===== config.mk =====
export PLATFORM = sky130hd
export DESIGN_NAME = can_bit_timing_calculator_top
export DESIGN_NICKNAME = d
export VERILOG_FILES = /design/src/hw/rtl/cbtc_pkg.sv /design/src/hw/rtl/cbtc_div.sv /design/src/hw/rtl/cbtc_core.sv /design/src/hw/rtl/can_bit_timing_calculator_top.sv
export SDC_FILE = /design/constraint.sdc
export NUM_CORES = 2
export LEC_CHECK = 0
export BUFFER_PORTS_ARGS = -buffer_cell sky130_fd_sc_hd__buf_2
export CORE_ASPECT_RATIO = 0.8
export CORE_MARGIN = 4
export CORE_UTILIZATION = 70
export DETAILED_ROUTE_END_ITERATION = 12
export HOLD_SLACK_MARGIN = 0.15
export PLACE_DENSITY = 0.87
export RECOVER_POWER = 100
export REMOVE_ABC_BUFFERS = 1
export SETUP_SLACK_MARGIN = 0.02
export SLEW_MARGIN = 10
export SYNTH_ARGS = -nofsm -noshare
export SYNTH_HDL_FRONTEND = slang
export SYNTH_SLANG_ARGS = --single-unit
export TNS_END_PERCENT = 20

===== constraint.sdc =====
create_clock -name clk -period 28.1 [get_ports clk]
set_clock_uncertainty 0.1 [all_clocks]
set_input_delay 5.62 -clock clk [delete_from_list [all_inputs] [get_ports clk]]
set_output_delay 5.62 -clock clk [all_outputs]
set_load 0.01 [all_outputs]

===== src/hw/rtl/cbtc_pkg.sv =====
// ----------------------------------------------------------------------------
// cbtc_pkg
// Shared widths, constants and record types for the CAN bit timing calculator.
// ----------------------------------------------------------------------------
`timescale 1ns / 1ps
`default_nettype none

package cbtc_pkg;

  // field widths
  localparam int CLK_W  = 30;
  localparam int S1_W   = 9;
  localparam int S2_W   = 8;
  localparam int SJW_W  = 8;
  localparam int BRP_W  = 11;
  localparam int BR_W   = 23;
  localparam int SPT_W  = 10;
  localparam int QNS_W  = 32;
  localparam int RBR_W  = 24;

  // candidate loop widths
  localparam int T_W    = 11;
  localparam int H_W    = 10;
  localparam int PRE_W  = 31;
  localparam int ERR_W  = 32;

  // shared serial divider
  localparam int DIV_W  = 41;
  localparam int DVS_W  = 33;
  localparam int LEN_W  = 6;

  // prescaler granularity
  localparam int unsigned PRESCALER_STEP = 1;

  // recommended sample points and their bitrate bands
  localparam logic [SPT_W-1:0] SPT_FAST   = 10'd750;
  localparam logic [SPT_W-1:0] SPT_MID    = 10'd800;
  localparam logic [SPT_W-1:0] SPT_SLOW   = 10'd875;
  localparam logic [BR_W-1:0]  RATE_FAST  = 23'd800000;
  localparam logic [BR_W-1:0]  RATE_MID   = 23'd500000;
  localparam logic [SPT_W-1:0] SPT_SCALE  = 10'd1000;
  // error above 5.0 percent: floor(err * 1000 / rate) > 50
  localparam logic [5:0]       ERR_LIMIT  = 6'd51;
  localparam logic [CLK_W-1:0] NS_PER_S   = 30'd1000000000;
  localparam logic [ERR_W-1:0] WORST      = 32'hFFFF_FFFF;

  // register reset values
  localparam logic [CLK_W-1:0] CLOCK_RST  = 30'd144000000;
  localparam logic [S1_W-1:0]  S1MIN_RST  = 9'd1;
  localparam logic [S1_W-1:0]  S1MAX_RST  = 9'd16;
  localparam logic [S2_W-1:0]  S2MIN_RST  = 8'd1;
  localparam logic [S2_W-1:0]  S2MAX_RST  = 8'd8;
  localparam logic [SJW_W-1:0] SJWMAX_RST = 8'd4;
  localparam logic [BRP_W-1:0] BRPMIN_RST = 11'd1;
  localparam logic [BRP_W-1:0] BRPMAX_RST = 11'd64;

  // register indexes
  typedef enum logic [2:0] {
    REG_CLOCK_FREQ, REG_SEG1_MIN, REG_SEG1_MAX, REG_SEG2_MIN,
    REG_SEG2_MAX, REG_SJW_MAX, REG_BRP_MIN, REG_BRP_MAX
  } cbtc_reg_t;

  typedef struct packed {
    logic [CLK_W-1:0] clock_freq;
    logic [S1_W-1:0]  seg1_min;
    logic [S1_W-1:0]  seg1_max;
    logic [S2_W-1:0]  seg2_min;
    logic [S2_W-1:0]  seg2_max;
    logic [SJW_W-1:0] jump_width_max;
    logic [BRP_W-1:0] prescaler_min;
    logic [BRP_W-1:0] prescaler_max;
  } cbtc_cfg_t;

  typedef struct packed {
    logic [BR_W-1:0]  bitrate;
    logic [SPT_W-1:0] requested_sample_point;
    logic [SJW_W-1:0] requested_jump_width;
  } cbtc_req_t;

  typedef struct packed {
    logic             status;
    logic [BRP_W-1:0] prescaler;
    logic [QNS_W-1:0] quantum_ns;
    logic [7:0]       prop_segment;
    logic [8:0]       phase_segment1;
    logic [7:0]       phase_segment2;
    logic [SJW_W-1:0] jump_width;
    logic [SPT_W-1:0] real_sample_point;
    logic [RBR_W-1:0] real_bitrate;
  } cbtc_res_t;

endpackage

`default_nettype wire


===== src/hw/rtl/cbtc_div.sv =====
// ----------------------------------------------------------------------------
// cbtc_div
// Restoring radix-2 divider, one quotient bit per cycle over the low len
// bits of the dividend.
// ----------------------------------------------------------------------------
`timescale 1ns / 1ps
`default_nettype none

module cbtc_div
  import cbtc_pkg::*;
(
  input  wire logic             clk,
  input  wire logic             rst_n,
  input  wire logic             start,
  input  wire logic [DIV_W-1:0] dividend,
  input  wire logic [DVS_W-1:0] divisor,
  input  wire logic [LEN_W-1:0] len,
  output logic                  done,
  output logic [DIV_W-1:0]      quotient
);

  logic             busy_r;
  logic             done_r;
  logic [LEN_W-1:0] cnt_r;
  logic [DVS_W-1:0] rem_r;
  logic [DIV_W-1:0] quo_r;
  logic [DVS_W-1:0] dvs_r;

  logic [DVS_W:0]   rem_sh;
  logic [DVS_W+1:0] diff;
  logic             ge;
  logic [DVS_W-1:0] rem_nxt;

  // trial subtract of the divisor from the shifted partial remainder
  always_comb begin
    rem_sh  = {rem_r, quo_r[DIV_W-1]};
    diff    = {1'b0, rem_sh} - {2'b00, dvs_r};
    ge      = !diff[DVS_W+1];
    rem_nxt = ge ? diff[DVS_W-1:0] : rem_sh[DVS_W-1:0];
  end

  // iteration control; the dividend is aligned so its top used bit leads
  always_ff @(posedge clk) begin
    if (!rst_n) begin
      busy_r <= 1'b0;
      done_r <= 1'b0;
      cnt_r  <= '0;
    end else begin
      done_r <= 1'b0;
      if (start) begin
        busy_r <= 1'b1;
        cnt_r  <= len;
        rem_r  <= '0;
        quo_r  <= dividend << (LEN_W'(DIV_W) - len);
        dvs_r  <= divisor;
      end else if (busy_r) begin
        rem_r <= rem_nxt;
        quo_r <= {quo_r[DIV_W-2:0], ge};
        cnt_r <= cnt_r - 1'b1;
        if (cnt_r == LEN_W'(1)) begin
          busy_r <= 1'b0;
          done_r <= 1'b1;
        end
      end
    end
  end

  assign done     = done_r;
  assign quotient = quo_r;

endmodule

`default_nettype wire


===== src/hw/rtl/cbtc_core.sv =====
// ----------------------------------------------------------------------------
// cbtc_core
// Candidate search sequencer: walks the half-step segment counts, drives the
// shared serial divider and keeps the best timing found.
// ----------------------------------------------------------------------------
`timescale 1ns / 1ps
`default_nettype none

module cbtc_core
  import cbtc_pkg::*;
(
  input  wire logic      clk,
  input  wire logic      rst_n,
  input  wire cbtc_cfg_t cfg,
  input  wire logic      start,
  input  wire cbtc_req_t req,
  output logic           busy,
  output logic           res_valid,
  input  wire logic      res_take,
  output cbtc_res_t      res
);

  typedef enum logic [4:0] {
    S_IDLE, S_CAND, S_W_BRP, S_STEP, S_W_STEP, S_CHECK, S_RATE, S_W_RATE,
    S_SQ, S_W_SQ, S_SPLIT, S_W_SPT, S_EVAL, S_NEXT, S_FINAL, S_ERRCHK,
    S_QNS, S_W_Q, S_RESULT
  } state_t;

  state_t state_r;

  // request and loop registers
  logic [BR_W-1:0]  br_r;
  logic [SJW_W-1:0] sjw_req_r;
  logic [SPT_W-1:0] nom_r;
  logic [T_W-1:0]   t_r;
  logic [T_W-1:0]   lo_r;
  logic [PRE_W-1:0] brp_r;
  logic [CLK_W-1:0] rate_r;
  logic [CLK_W-1:0] rate_err_r;

  // best candidate so far
  logic             found_r;
  logic [ERR_W-1:0] best_rate_err_r;
  logic [ERR_W-1:0] pick_spt_err_r;
  logic [BRP_W-1:0] pick_brp_r;
  logic [CLK_W-1:0] best_rate_r;
  logic [S1_W-1:0]  best_s1_r;
  logic [H_W-1:0]   best_s2_r;
  logic [SPT_W-1:0] pick_spt_r;

  // segment split
  logic [H_W-1:0]   q_r;
  logic             i_r;
  logic [S1_W-1:0]  c1_r;
  logic [H_W-1:0]   c2_r;
  logic             have_r;
  logic [SPT_W-1:0] be_r;
  logic [SPT_W-1:0] bspt_r;
  logic [S1_W-1:0]  b1_r;
  logic [H_W-1:0]   b2_r;
  logic [SPT_W-1:0] fe_r;
  logic [SPT_W-1:0] fspt_r;
  logic [S1_W-1:0]  f1_r;
  logic [H_W-1:0]   f2_r;

  // final error check products
  logic [39:0]      err_scaled_r;
  logic [28:0]      err_limit_r;

  cbtc_res_t        res_r;

  // divider port
  logic             div_start;
  logic [DIV_W-1:0] div_dividend;
  logic [DVS_W-1:0] div_divisor;
  logic [LEN_W-1:0] div_len;
  logic             div_done;
  logic [DIV_W-1:0] div_quo;

  cbtc_div u_div (
    .clk      (clk),
    .rst_n    (rst_n),
    .start    (div_start),
    .dividend (div_dividend),
    .divisor  (div_divisor),
    .len      (div_len),
    .done     (div_done),
    .quotient (div_quo)
  );

  // candidate geometry
  logic [H_W-1:0]   half;
  logic [H_W-1:0]   tsegall;
  logic [T_W-1:0]   hi_calc;
  logic [T_W-1:0]   lo_calc;
  logic [SPT_W-1:0] nom_calc;

  always_comb begin
    half     = t_r[T_W-1:1];
    tsegall  = half + 1'b1;
    hi_calc  = {({1'b0, cfg.seg1_max} + {2'b00, cfg.seg2_max}), 1'b1};
    lo_calc  = {({1'b0, cfg.seg1_min} + {2'b00, cfg.seg2_min}), 1'b0};
    if (req.requested_sample_point != '0) begin
      nom_calc = req.requested_sample_point;
    end else if (req.bitrate > RATE_FAST) begin
      nom_calc = SPT_FAST;
    end else if (req.bitrate > RATE_MID) begin
      nom_calc = SPT_MID;
    end else begin
      nom_calc = SPT_SLOW;
    end
  end

  // segment two for the current split trial
  logic signed [11:0] v0;
  logic signed [11:0] v1;
  logic signed [11:0] v2;
  logic [H_W-1:0]     c2a;
  logic [H_W-1:0]     c1a;
  logic [S1_W-1:0]    c1s;
  logic [H_W-1:0]     c2s;
  logic [H_W-1:0]     spt_den;

  always_comb begin
    v0 = $signed({2'b00, tsegall}) - $signed({2'b00, q_r}) - $signed({11'd0, i_r});
    v1 = (v0 < $signed({4'd0, cfg.seg2_min})) ? $signed({4'd0, cfg.seg2_min}) : v0;
    v2 = (v1 > $signed({4'd0, cfg.seg2_max})) ? $signed({4'd0, cfg.seg2_max}) : v1;
    c2a = v2[H_W-1:0];
    if (c2a > half) begin
      c2a = half;
    end
    c1a = half - c2a;
    if (c1a > {1'b0, cfg.seg1_max}) begin
      c1s = cfg.seg1_max;
      c2s = half - {1'b0, cfg.seg1_max};
    end else begin
      c1s = c1a[S1_W-1:0];
      c2s = c2a;
    end
    spt_den = tsegall - c2s;
  end

  // rate and sample point errors
  logic [CLK_W-1:0] rate_q;
  logic [CLK_W-1:0] rate_err;
  logic [SPT_W-1:0] spt_q;
  logic [SPT_W-1:0] spt_e;
  logic [ERR_W-1:0] spt_err;
  logic [S1_W-1:0]  sel_s1;
  logic [H_W-1:0]   sel_s2;
  logic [SPT_W-1:0] sel_spt;

  always_comb begin
    rate_q   = div_quo[CLK_W-1:0];
    rate_err = ({7'd0, br_r} > rate_q) ? ({7'd0, br_r} - rate_q) : (rate_q - {7'd0, br_r});
    spt_q    = div_quo[SPT_W-1:0];
    spt_e    = (nom_r > spt_q) ? (nom_r - spt_q) : (spt_q - nom_r);
    if (have_r) begin
      spt_err = {22'd0, be_r};
      sel_s1  = b1_r;
      sel_s2  = b2_r;
      sel_spt = bspt_r;
    end else begin
      spt_err = WORST;
      sel_s1  = f1_r;
      sel_s2  = f2_r;
      sel_spt = fspt_r;
    end
  end

  // jump width clamp and quantum saturation for the result
  logic [SJW_W-1:0] sjw_lim;
  logic [SJW_W-1:0] sjw;
  logic [QNS_W-1:0] qns;

  always_comb begin
    sjw_lim = (sjw_req_r > cfg.jump_width_max) ? cfg.jump_width_max : sjw_req_r;
    if ({2'b00, sjw_lim} > best_s2_r) begin
      sjw_lim = best_s2_r[SJW_W-1:0];
    end
    if (sjw_req_r == '0 || cfg.jump_width_max == '0 || sjw_lim == '0) begin
      sjw = SJW_W'(1);
    end else begin
      sjw = sjw_lim;
    end
    qns = (div_quo[DIV_W-1:QNS_W] != '0) ? '1 : div_quo[QNS_W-1:0];
  end

  // divider operand selection
  always_comb begin
    div_start    = 1'b0;
    div_dividend = '0;
    div_divisor  = '0;
    div_len      = '0;
    case (state_r)
      S_CAND: begin
        div_start    = 1'b1;
        div_dividend = DIV_W'(cfg.clock_freq);
        div_divisor  = DVS_W'(tsegall * br_r);
        div_len      = LEN_W'(CLK_W);
      end
      S_STEP: begin
        div_start    = 1'b1;
        div_dividend = DIV_W'(brp_r);
        div_divisor  = DVS_W'(PRESCALER_STEP);
        div_len      = LEN_W'(PRE_W);
      end
      S_RATE: begin
        div_start    = 1'b1;
        div_dividend = DIV_W'(cfg.clock_freq);
        div_divisor  = DVS_W'(brp_r[BRP_W-1:0] * tsegall);
        div_len      = LEN_W'(CLK_W);
      end
      S_SQ: begin
        div_start    = 1'b1;
        div_dividend = DIV_W'(nom_r * tsegall);
        div_divisor  = DVS_W'(SPT_SCALE);
        div_len      = LEN_W'(20);
      end
      S_SPLIT: begin
        div_start    = 1'b1;
        div_dividend = DIV_W'(spt_den * SPT_SCALE);
        div_divisor  = DVS_W'(tsegall);
        div_len      = LEN_W'(20);
      end
      S_QNS: begin
        div_start    = 1'b1;
        div_dividend = DIV_W'(pick_brp_r * NS_PER_S);
        div_divisor  = DVS_W'(cfg.clock_freq);
        div_len      = LEN_W'(DIV_W);
      end
      default: begin
        div_start = 1'b0;
      end
    endcase
  end

  // sequencer
  always_ff @(posedge clk) begin
    if (!rst_n) begin
      state_r <= S_IDLE;
      found_r <= 1'b0;
    end else begin
      unique case (state_r)
        S_IDLE: begin
          if (start) begin
            br_r            <= req.bitrate;
            sjw_req_r       <= req.requested_jump_width;
            nom_r           <= nom_calc;
            t_r             <= hi_calc;
            lo_r            <= lo_calc;
            found_r         <= 1'b0;
            best_rate_err_r <= WORST;
            pick_spt_err_r  <= WORST;
            // error result until a timing is accepted
            res_r           <= cbtc_res_t'({1'b1, {($bits(cbtc_res_t)-1){1'b0}}});
            if (req.bitrate == '0 || cfg.clock_freq == '0 || hi_calc < lo_calc) begin
              state_r <= S_RESULT;
            end else begin
              state_r <= S_CAND;
            end
          end
        end
        S_CAND: begin
          state_r <= S_W_BRP;
        end
        S_W_BRP: begin
          if (div_done) begin
            brp_r   <= {1'b0, div_quo[CLK_W-1:0]} + PRE_W'(t_r[0]);
            state_r <= (PRESCALER_STEP > 1) ? S_STEP : S_CHECK;
          end
        end
        S_STEP: begin
          state_r <= S_W_STEP;
        end
        S_W_STEP: begin
          if (div_done) begin
            brp_r   <= PRE_W'(div_quo[PRE_W-1:0] * PRESCALER_STEP);
            state_r <= S_CHECK;
          end
        end
        S_CHECK: begin
          if (brp_r == '0 || brp_r < PRE_W'(cfg.prescaler_min)
              || brp_r > PRE_W'(cfg.prescaler_max)) begin
            state_r <= S_NEXT;
          end else begin
            state_r <= S_RATE;
          end
        end
        S_RATE: begin
          state_r <= S_W_RATE;
        end
        S_W_RATE: begin
          if (div_done) begin
            rate_r     <= rate_q;
            rate_err_r <= rate_err;
            if (ERR_W'(rate_err) > best_rate_err_r) begin
              state_r <= S_NEXT;
            end else begin
              if (ERR_W'(rate_err) < best_rate_err_r) begin
                pick_spt_err_r <= WORST;
              end
              state_r <= S_SQ;
            end
          end
        end
        S_SQ: begin
          state_r <= S_W_SQ;
        end
        S_W_SQ: begin
          if (div_done) begin
            q_r     <= div_quo[H_W-1:0];
            i_r     <= 1'b0;
            have_r  <= 1'b0;
            state_r <= S_SPLIT;
          end
        end
        S_SPLIT: begin
          c1_r    <= c1s;
          c2_r    <= c2s;
          state_r <= S_W_SPT;
        end
        S_W_SPT: begin
          if (div_done) begin
            // nearest split at or below the wanted point
            if (spt_q <= nom_r && (!have_r || spt_e < be_r)) begin
              have_r <= 1'b1;
              be_r   <= spt_e;
              bspt_r <= spt_q;
              b1_r   <= c1_r;
              b2_r   <= c2_r;
            end
            // nearest split either way, kept as fallback
            if (!i_r || spt_e < fe_r) begin
              fe_r   <= spt_e;
              fspt_r <= spt_q;
              f1_r   <= c1_r;
              f2_r   <= c2_r;
            end
            if (!i_r) begin
              i_r     <= 1'b1;
              state_r <= S_SPLIT;
            end else begin
              state_r <= S_EVAL;
            end
          end
        end
        S_EVAL: begin
          if (spt_err > pick_spt_err_r) begin
            state_r <= S_NEXT;
          end else begin
            found_r         <= 1'b1;
            pick_spt_err_r  <= spt_err;
            best_rate_err_r <= ERR_W'(rate_err_r);
            pick_brp_r      <= brp_r[BRP_W-1:0];
            best_rate_r     <= rate_r;
            best_s1_r       <= sel_s1;
            best_s2_r       <= sel_s2;
            pick_spt_r      <= sel_spt;
            if (rate_err_r == '0 && spt_err == '0) begin
              state_r <= S_FINAL;
            end else begin
              state_r <= S_NEXT;
            end
          end
        end
        S_NEXT: begin
          if (t_r == lo_r) begin
            state_r <= S_FINAL;
          end else begin
            t_r     <= t_r - 1'b1;
            state_r <= S_CAND;
          end
        end
        S_FINAL: begin
          err_scaled_r <= best_rate_err_r[CLK_W-1:0] * SPT_SCALE;
          err_limit_r  <= br_r * ERR_LIMIT;
          state_r      <= found_r ? S_ERRCHK : S_RESULT;
        end
        S_ERRCHK: begin
          if (err_scaled_r >= {11'd0, err_limit_r}) begin
            state_r <= S_RESULT;
          end else begin
            state_r <= S_QNS;
          end
        end
        S_QNS: begin
          state_r <= S_W_Q;
        end
        S_W_Q: begin
          if (div_done) begin
            res_r.status            <= 1'b0;
            res_r.prescaler         <= pick_brp_r;
            res_r.quantum_ns        <= qns;
            res_r.prop_segment      <= best_s1_r[S1_W-1:1];
            res_r.phase_segment1    <= best_s1_r - {1'b0, best_s1_r[S1_W-1:1]};
            res_r.phase_segment2    <= best_s2_r[S2_W-1:0];
            res_r.jump_width        <= sjw;
            res_r.real_sample_point <= pick_spt_r;
            res_r.real_bitrate      <= best_rate_r[RBR_W-1:0];
            state_r                 <= S_RESULT;
          end
        end
        S_RESULT: begin
          if (res_take) begin
            state_r <= S_IDLE;
          end
        end
        default: begin
          state_r <= S_IDLE;
        end
      endcase
    end
  end

  assign busy      = (state_r != S_IDLE);
  assign res_valid = (state_r == S_RESULT);
  assign res       = res_r;

endmodule

`default_nettype wire


===== src/hw/rtl/can_bit_timing_calculator_top.sv =====
// ----------------------------------------------------------------------------
// can_bit_timing_calculator_top
// CAN bit timing calculator: register file, request handshake and result
// output register around the candidate search core.
// ----------------------------------------------------------------------------
// Each fully evaluated candidate runs two 30-bit and three 20-bit divisions
// on one serial radix-2 divider, the 30-bit ones alone if it loses on rate,
// the first alone if out of prescaler range; one more for the quantum. Up to
// 2*(seg1_max+seg2_max-seg1_min-seg2_min)+2 candidates; one request at a time,
// the next accepted the cycle after the result moves to the output register.
// Reset: synchronous active-low, registers return to their default timing.
`timescale 1ns / 1ps
`default_nettype none

module can_bit_timing_calculator_top
  import cbtc_pkg::*;
(
  input  wire logic             clk,
  input  wire logic             rst_n,
  input  wire logic             cfg_we,
  input  wire logic [2:0]       cfg_index,
  input  wire logic [CLK_W-1:0] cfg_data,
  input  wire logic             in_valid,
  output logic                  in_stall,
  input  wire logic [BR_W-1:0]  in_bitrate,
  input  wire logic [SPT_W-1:0] in_requested_sample_point,
  input  wire logic [SJW_W-1:0] in_requested_jump_width,
  output logic                  out_valid,
  input  wire logic             out_stall,
  output logic                  out_status,
  output logic [BRP_W-1:0]      out_prescaler,
  output logic [QNS_W-1:0]      out_quantum_ns,
  output logic [7:0]            out_prop_segment,
  output logic [8:0]            out_phase_segment1,
  output logic [7:0]            out_phase_segment2,
  output logic [SJW_W-1:0]      out_jump_width,
  output logic [SPT_W-1:0]      out_real_sample_point,
  output logic [RBR_W-1:0]      out_real_bitrate
);

  cbtc_cfg_t cfg_r;
  cbtc_req_t req;
  cbtc_res_t core_res;
  cbtc_res_t out_r;
  logic      out_valid_r;
  logic      core_busy;
  logic      core_res_valid;
  logic      res_take;
  logic      in_xfer;

  // register writes
  always_ff @(posedge clk) begin
    if (!rst_n) begin
      cfg_r.clock_freq     <= CLOCK_RST;
      cfg_r.seg1_min       <= S1MIN_RST;
      cfg_r.seg1_max       <= S1MAX_RST;
      cfg_r.seg2_min       <= S2MIN_RST;
      cfg_r.seg2_max       <= S2MAX_RST;
      cfg_r.jump_width_max <= SJWMAX_RST;
      cfg_r.prescaler_min  <= BRPMIN_RST;
      cfg_r.prescaler_max  <= BRPMAX_RST;
    end else if (cfg_we) begin
      unique case (cbtc_reg_t'(cfg_index))
        REG_CLOCK_FREQ: cfg_r.clock_freq     <= cfg_data;
        REG_SEG1_MIN:   cfg_r.seg1_min       <= cfg_data[S1_W-1:0];
        REG_SEG1_MAX:   cfg_r.seg1_max       <= cfg_data[S1_W-1:0];
        REG_SEG2_MIN:   cfg_r.seg2_min       <= cfg_data[S2_W-1:0];
        REG_SEG2_MAX:   cfg_r.seg2_max       <= cfg_data[S2_W-1:0];
        REG_SJW_MAX:    cfg_r.jump_width_max <= cfg_data[SJW_W-1:0];
        REG_BRP_MIN:    cfg_r.prescaler_min  <= cfg_data[BRP_W-1:0];
        REG_BRP_MAX:    cfg_r.prescaler_max  <= cfg_data[BRP_W-1:0];
        default:        cfg_r                <= cfg_r;
      endcase
    end
  end

  // request transfer
  assign in_stall = core_busy;
  assign in_xfer  = in_valid && !core_busy;

  always_comb begin
    req.bitrate                = in_bitrate;
    req.requested_sample_point = in_requested_sample_point;
    req.requested_jump_width   = in_requested_jump_width;
  end

  cbtc_core u_core (
    .clk       (clk),
    .rst_n     (rst_n),
    .cfg       (cfg_r),
    .start     (in_xfer),
    .req       (req),
    .busy      (core_busy),
    .res_valid (core_res_valid),
    .res_take  (res_take),
    .res       (core_res)
  );

  // output register, loaded when empty or being drained
  assign res_take = core_res_valid && (!out_valid_r || !out_stall);

  always_ff @(posedge clk) begin
    if (!rst_n) begin
      out_valid_r <= 1'b0;
    end else if (res_take) begin
      out_valid_r <= 1'b1;
      out_r       <= core_res;
    end else if (!out_stall) begin
      out_valid_r <= 1'b0;
    end
  end

  assign out_valid             = out_valid_r;
  assign out_status            = out_r.status;
  assign out_prescaler         = out_r.prescaler;
  assign out_quantum_ns        = out_r.quantum_ns;
  assign out_prop_segment      = out_r.prop_segment;
  assign out_phase_segment1    = out_r.phase_segment1;
  assign out_phase_segment2    = out_r.phase_segment2;
  assign out_jump_width        = out_r.jump_width;
  assign out_real_sample_point = out_r.real_sample_point;
  assign out_real_bitrate      = out_r.real_bitrate;

endmodule

`default_nettype wire


Word level (Yosys, flattened, before mapping)
Index checks and enable logic that the tools add are counted.
{"block": "op_classes", "n_reduce_logical": 72, "n_mux": 77, "shift": 1, "bitwise_logic": 3, "eq_ne": 42, "n_addsub": 18, "n_mul": 7, "magnitude_cmp": 20}
{"operator": "32-bit two-way mux", "count": 8}
{"operator": "111-bit two-way mux", "count": 2}
{"operator": "111-bit case mux with 2 select lines", "count": 1}
{"operator": "41-bit case mux with 5 select lines", "count": 1}
{"operator": "33-bit case mux with 6 select lines", "count": 1}
{"operator": "32-bit case mux with 3 select lines", "count": 1}
{"operator": "5-bit case mux with 18 select lines", "count": 1}
{"operator": "41-bit two-way mux", "count": 2}
{"operator": "10-bit two-way mux", "count": 8}
{"operator": "33-bit two-way mux", "count": 2}
{"operator": "32-bit case mux with 2 select lines", "count": 1}
{"operator": "31-bit two-way mux", "count": 2}
{"operator": "31-bit case mux with 2 select lines", "count": 1}
{"operator": "30-bit logical NOT", "count": 2}
{"operator": "5-bit two-way mux", "count": 10}
{"operator": "41-bit by 6-bit << shifter with 41-bit output", "count": 1}
{"operator": "5-bit by 4-bit equality test with 1-bit output (second input constant)", "count": 8}
{"operator": "40-bit by 29-bit >= comparator with 1-bit output", "count": 1}
{"operator": "10-bit subtractor", "count": 4}
{"operator": "30-bit by 7-bit multiplier with 37-bit output (second input constant)", "count": 1}
{"operator": "34-bit by 33-bit subtractor with 35-bit output", "count": 1}
{"operator": "10-bit by 23-bit multiplier with 33-bit output", "count": 1}
{"operator": "30-bit by 32-bit greater-than comparator with 1-bit output", "count": 1}
{"operator": "32-bit greater-than comparator", "count": 1}
{"operator": "80 further kinds", "count": 178}
{"block": "word_totals", "elab_cells": 305, "ff_bits": 888, "output_inout_bits": 113}

Longest topological paths before layout
{"block": "logic_depth", "word_depth": 17, "depth_mapped": 104, "depth_no_buf": 97}

By module
From an unflattened synthesis, not the netlist that was laid out.
{"block": "hier_totals", "hier_cells": 7177, "area_unflattened_um2": 73646.9}
{"mod": "cbtc_core", "area_per_inst_um2": 57949.3, "n_inst": 1, "cells_each": 5806, "seq_area_each_um2": 16305.6}
{"mod": "cbtc_div", "area_per_inst_um2": 8695.8, "n_inst": 1, "cells_each": 903, "seq_area_each_um2": 3373.2}
{"mod": "can_bit_timing_calculator_top", "area_per_inst_um2": 7001.7, "n_inst": 1, "cells_each": 468, "seq_area_each_um2": 5235.0}

Worst setup path before layout
OpenSTA, ideal clock, no wires.
{"block": "synth_path", "path_kind": "reg-to-reg", "start": "register u_core.t_r[3]", "end": "register u_core.u_div.quo_r[27], in the netlist u_core.u_div.quotient[27] (data pin)", "slack_ns": 10.020, "n_path_buf": 7, "arrival_time_ns": 17.726, "synth_period_minus_slack_ns": 18.080, "stages_incl_launch_ff": 97, "required_ns": 27.746, "cell_sequence": "edfxtp_1 clkbuf_1 clkinv_1 nor2_1 and4_1 nand3_1 xnor2_1 clkbuf_1 ha_1 a2111oi_0 o21ai_1 nand2_1 xor2_2 and4_1 xor2_1 nand4_1 nor2_1 ha_1 (+61 left out) fa_1 inv_1 ha_1 a21boi_0 o21ai_0 a21boi_0 o21ai_0 a21boi_0 o21ai_0 a21o_1 a211oi_1 a31oi_1 a21oi_1 o21ai_0 mux2_2 a211oi_1 a21oi_1 a21o_1"}
{"block": "synth_via", "elab_chain_len": 17, "word_cells_on_any_way": 19}
{"item": "start, declared", "line_no": "cbtc_core.sv:35", "source": "logic [T_W-1:0] t_r;"}
{"item": "start signal, assigned", "line_no": "cbtc_core.sv:250", "source": "t_r <= hi_calc;"}
{"item": "start signal, assigned", "line_no": "cbtc_core.sv:371", "source": "t_r <= t_r - 1'b1;"}
{"item": "10-bit by 1-bit adder with 10-bit output", "line_no": "cbtc_core.sv:100", "source": "tsegall = half + 1'b1;"}
{"item": "10-bit by 10-bit subtractor with 11-bit output", "line_no": "cbtc_core.sv:125", "source": "v0 = $signed({2'b00, tsegall}) - $signed({2'b00, q_r}) - $signed({11'd0, i_r});"}
{"item": "12-bit by 2-bit subtractor with 12-bit output", "line_no": "cbtc_core.sv:125"}
{"item": "12-bit by 9-bit < comparator with 1-bit output", "line_no": "cbtc_core.sv:126", "source": "v1 = (v0 < $signed({4'd0, cfg.seg2_min})) ? $signed({4'd0, cfg.seg2_min}) : v0;"}
{"item": "12-bit two-way mux", "line_no": "cbtc_core.sv:126"}
{"item": "12-bit by 9-bit greater-than comparator with 1-bit output", "line_no": "cbtc_core.sv:127", "source": "v2 = (v1 > $signed({4'd0, cfg.seg2_max})) ? $signed({4'd0, cfg.seg2_max}) : v1;"}
{"item": "10-bit two-way mux", "line_no": "cbtc_core.sv:127"}
{"item": "10-bit greater-than comparator", "line_no": "cbtc_core.sv:129", "source": "if (c2a > half) begin"}
{"item": "(+2 left out)"}
{"item": "10-bit by 9-bit greater-than comparator with 1-bit output", "line_no": "cbtc_core.sv:133", "source": "if (c1a > {1'b0, cfg.seg1_max}) begin"}
{"item": "10-bit two-way mux *", "line_no": "cbtc_core.sv:133"}
{"item": "net u_core.c2s[0]", "line_no": "cbtc_core.sv:121", "source": "logic [H_W-1:0] c2s;"}
{"item": "10-bit subtractor *", "line_no": "cbtc_core.sv:140", "source": "spt_den = tsegall - c2s;"}
{"item": "10-bit by 7-bit multiplier with 17-bit output *", "line_no": "cbtc_core.sv:222", "source": "div_dividend = DIV_W'(spt_den * SPT_SCALE);"}
{"item": "41-bit case mux with 5 select lines *", "line_no": "cbtc_core.sv:195", "source": "case (state_r)"}
{"item": "41-bit by 6-bit << shifter with 41-bit output *", "line_no": "cbtc_div.sv:54", "source": "quo_r <= dividend << (LEN_W'(DIV_W) - len);"}
{"item": "41-bit two-way mux *", "line_no": "cbtc_div.sv:50", "source": "if (start) begin"}
{"item": "end signal, assigned", "line_no": "cbtc_div.sv:54"}
{"item": "end signal, assigned", "line_no": "cbtc_div.sv:58", "source": "quo_r <= {quo_r[DIV_W-2:0], ge};"}
{"item": "end, declared", "line_no": "cbtc_div.sv:26", "source": "logic [DIV_W-1:0] quo_r;"}
The timed path passes the listed nets; every way through them passes the cells marked *.
A chain may end at the register's enable or synchronous reset.

Worst setup path after layout
{"block": "layout_path", "start": "register u_core.t_r[1]", "end": "register u_core.u_div.quo_r[39], in the netlist u_core.u_div.quotient[39] (data pin)"}
Same word-level chain as after synthesis.

==> metrics.csv <==
stage,metric,value,unit
floorplanning,Die H,296,um
final_layout,Nets,8692,
min_path,Worst Hold Class,reg2reg,
floorplanning,die area,109000,um^2
synth,Post-synth EDFFs,757,
setup_path,critical path's largest stage delay,1910,ps
global_routing,vias in the first global route,56600,
route,DRT iter0 DRCs,7449,
setup_path,startpoint types,register,
timing,min Tclk post-route,23430,ps
synth,post-synthesis adder-cell area fraction,29.2,%
timing,setup TNS,0,ps
floorplanning,# rows,105,
setup_path,slowest CP cell,clkbuf_1,
place,pre-CTS setup slack,7460,ps
setup_path,crit path buf inv count,10,
timing,fin. max-slew vios,1146,
place,port bufs,191,
setup_path,Crit Path Max Fanout,45,
run,max-capacitance violation count,26,
route,Wirelength per Cell,25.9,um
floorplanning,Top-Level Pins,192,
route,DRC Markers,0,
clocking,Root Buffer,clkbuf_16,
clocking,H-Tree Depth,3,
synth,Synth cell types,89,
synth,cell count after synthesis,7151,
synth,post-synthesis sequential area ratio,34.4,%
clocking,CTS tree,built,
final_layout,layout cells sized above 1,5.00,%
route,DRT Wirelength,226,mm
clocking,worst skew pair latency,740,ps
synth,count of warnings emitted by yosys,0,
synth,flop and latch count out of synthesis,866,
global_routing,total grt overflow,0,
floorplanning,Initial Utilization,70.6,%
synth,synthesized area per cell,10.1,um^2
outcome,violated checks,"capacitance limit, slew limit",
final_layout,Area growth syn-to-layout,7.18,%
clocking,post-CTS resize count,0,
synth,simple-gate share of the synthesized area,12.8,%
setup_path,crit end category,register,
synth,synthesized cell area,72400,um^2
place,placed insts,8563,
clocking,clk sink count,866,
clocking,clock slew at reported path FFs,70,ps
clocking,CTS Buf Count,88,
synth,compound-cell area share of the yosys netlist,11.7,%
global_routing,largest net degree at the start of global routing,84,
place,DP HPWL,172,mm
clocking,post-CTS setup buffer count,0,
synth,Post-Synth XOR/XNOR Area,3.96,%
timing,final hold violation count,0,
timing,fmax,0.0427,GHz
final_layout,most frequent cells in the layout,"inv_1 (943), ha_1 (786), edfxtp_1 (757), nand2_1 (726), fa_1 (564)",
timing,setup violators final,0,
route,ANT nets after route,0,
setup_path,critical path type,reg2reg,
synth,Post-synth top flop,edfxtp_1,
clocking,worst-case clock buffer depth,3,
timing,relative slew slack,-258,%
setup_path,Crit path max-delay family,compound AO/OA/AOI/OAI gates,
synth,ys async rst share,0,%
timing,post-route setup slack,4670,ps
synth,post-synthesis mux area share,1.70,%
global_routing,Tot GR Track Use,41.6,%
setup_path,critical path arrival,23810,ps
final_layout,fill count,6821,
setup_path,Critical Path RT,28480,ps
timing,Tightest Pin Transition,5370,ps
timing,unrepaired setup endpoints after global routing,no,
timing,final period utilization,83.4,%
route,vias,56400,
clocking,hold buffers post-CTS,0,
global_routing,first-pass GRT wire length,341,mm
floorplanning,CORE AREA,103000,um^2
final_layout,"commonest non-fill, non-tap cell in the layout",inv_1,
place,gpl congestion,1.05,
outcome,status,"complete, but fails checks",
final_layout,final non-filler cell total,8732,
synth,largest family of logic cells by synthesized area,adder cells,
global_routing,initial antenna violation count,9,
route,detailed-router iteration count before antenna repair,10,
timing,Hold Slack,318,ps
floorplanning,Die W,368,um
route,Via density,6.46,
==> worst paths after layout <==
kind | start | endpoint | slack, ps | depth (start not counted)
worst max-delay path | u_core.t_r[1] | u_core.u_div.quotient[39] | 4670 | 91
worst max register to register | u_core.t_r[1] | u_core.u_div.quotient[39] | 4670 | 91
worst min register to register | u_core.res[57] | out_phase_segment1[7] | 320 | 0
worst min-delay path | u_core.res[57] | out_phase_segment1[7] | 320 | 0
==> area by class of cell <==
cell class,instances,area [um^2],area share (%)
clock buffer,109,2380,3.06
inverter,949,3560,4.59
timing repair buffer,270,1240,1.59
antenna,5,12.5,0.0161
sequential,866,24900,32.1
multi-input combinational,5087,43100,55.5
tap,1391,1740,2.24
clock inverter,55,678,0.874
==> metal layers <==
metal,GRT usage [%],up-vias,wire (um),share of wire (%)
li1,-,24600,-,-
met1,55.7,27400,85200,38
met2,61.6,3562,95600,42
met3,12.1,847,29200,13
met4,22.9,10,16000,7.1
met5,0,-,60,0.027
==> kinds of logic (layout without fill, tap and decap cells) <==
kind of cell	count (synthesis)	after routing
xor gates and xnor gates	326	326
and+or+nand+nor	1984	1984
DFF	866	866
buffers and inverters	1198	1383
adders and majority gates	1351	1351
other	0	5
AOI/OAI and AO/OA	1311	1311
muxes	115	115
==> cell usage after synthesis, drive strengths merged (140+ instances only) <==
cell      n  share of area, %
inv     944               4.9
nand2   727               3.8
clkbuf  214               1.1
a21oi   383               2.7
xnor2   213               2.6
edfxtp  757                31
nor2    478               2.5
fa      564                16
ha      787                14
o21ai   287               2.0
a21o    140               1.5
and2    158               1.4
==> stage by stage <==
step	utilization [%]	instance area (um^2)
2_1_floorplan	-	71400
3_3_place_gp	73.0	74900
3_5_place_dp	73.0	74900
4_1_cts	76.0	78000
5_1_grt	75.6	77600
6_report	75.6	77600
==> sequential cells by signal, summed over array words and instances, names as in the netlist, 11 cells and up <==
name                    count
cfg_r                      94
u_core.t_r                 11
u_core.pick_brp_r          11
u_core.err_scaled_r        37
out_quantum_ns             32
u_core.br_r                23
u_core.pick_spt_err_r      11
u_core.u_div.dvs_r         33
out_real_bitrate           24
u_core.res                111
out_prescaler              11
u_core.u_div.quotient      41
u_core.err_limit_r         29
u_core.u_div.rem_r         33
u_core.rate_r              24
u_core.brp_r               31
u_core.best_rate_r         24
u_core.best_rate_err_r     31
u_core.rate_err_r          30
Power is not shown: default switching activity piles up to over one toggle a cycle in this logic, so the estimate is an artifact.
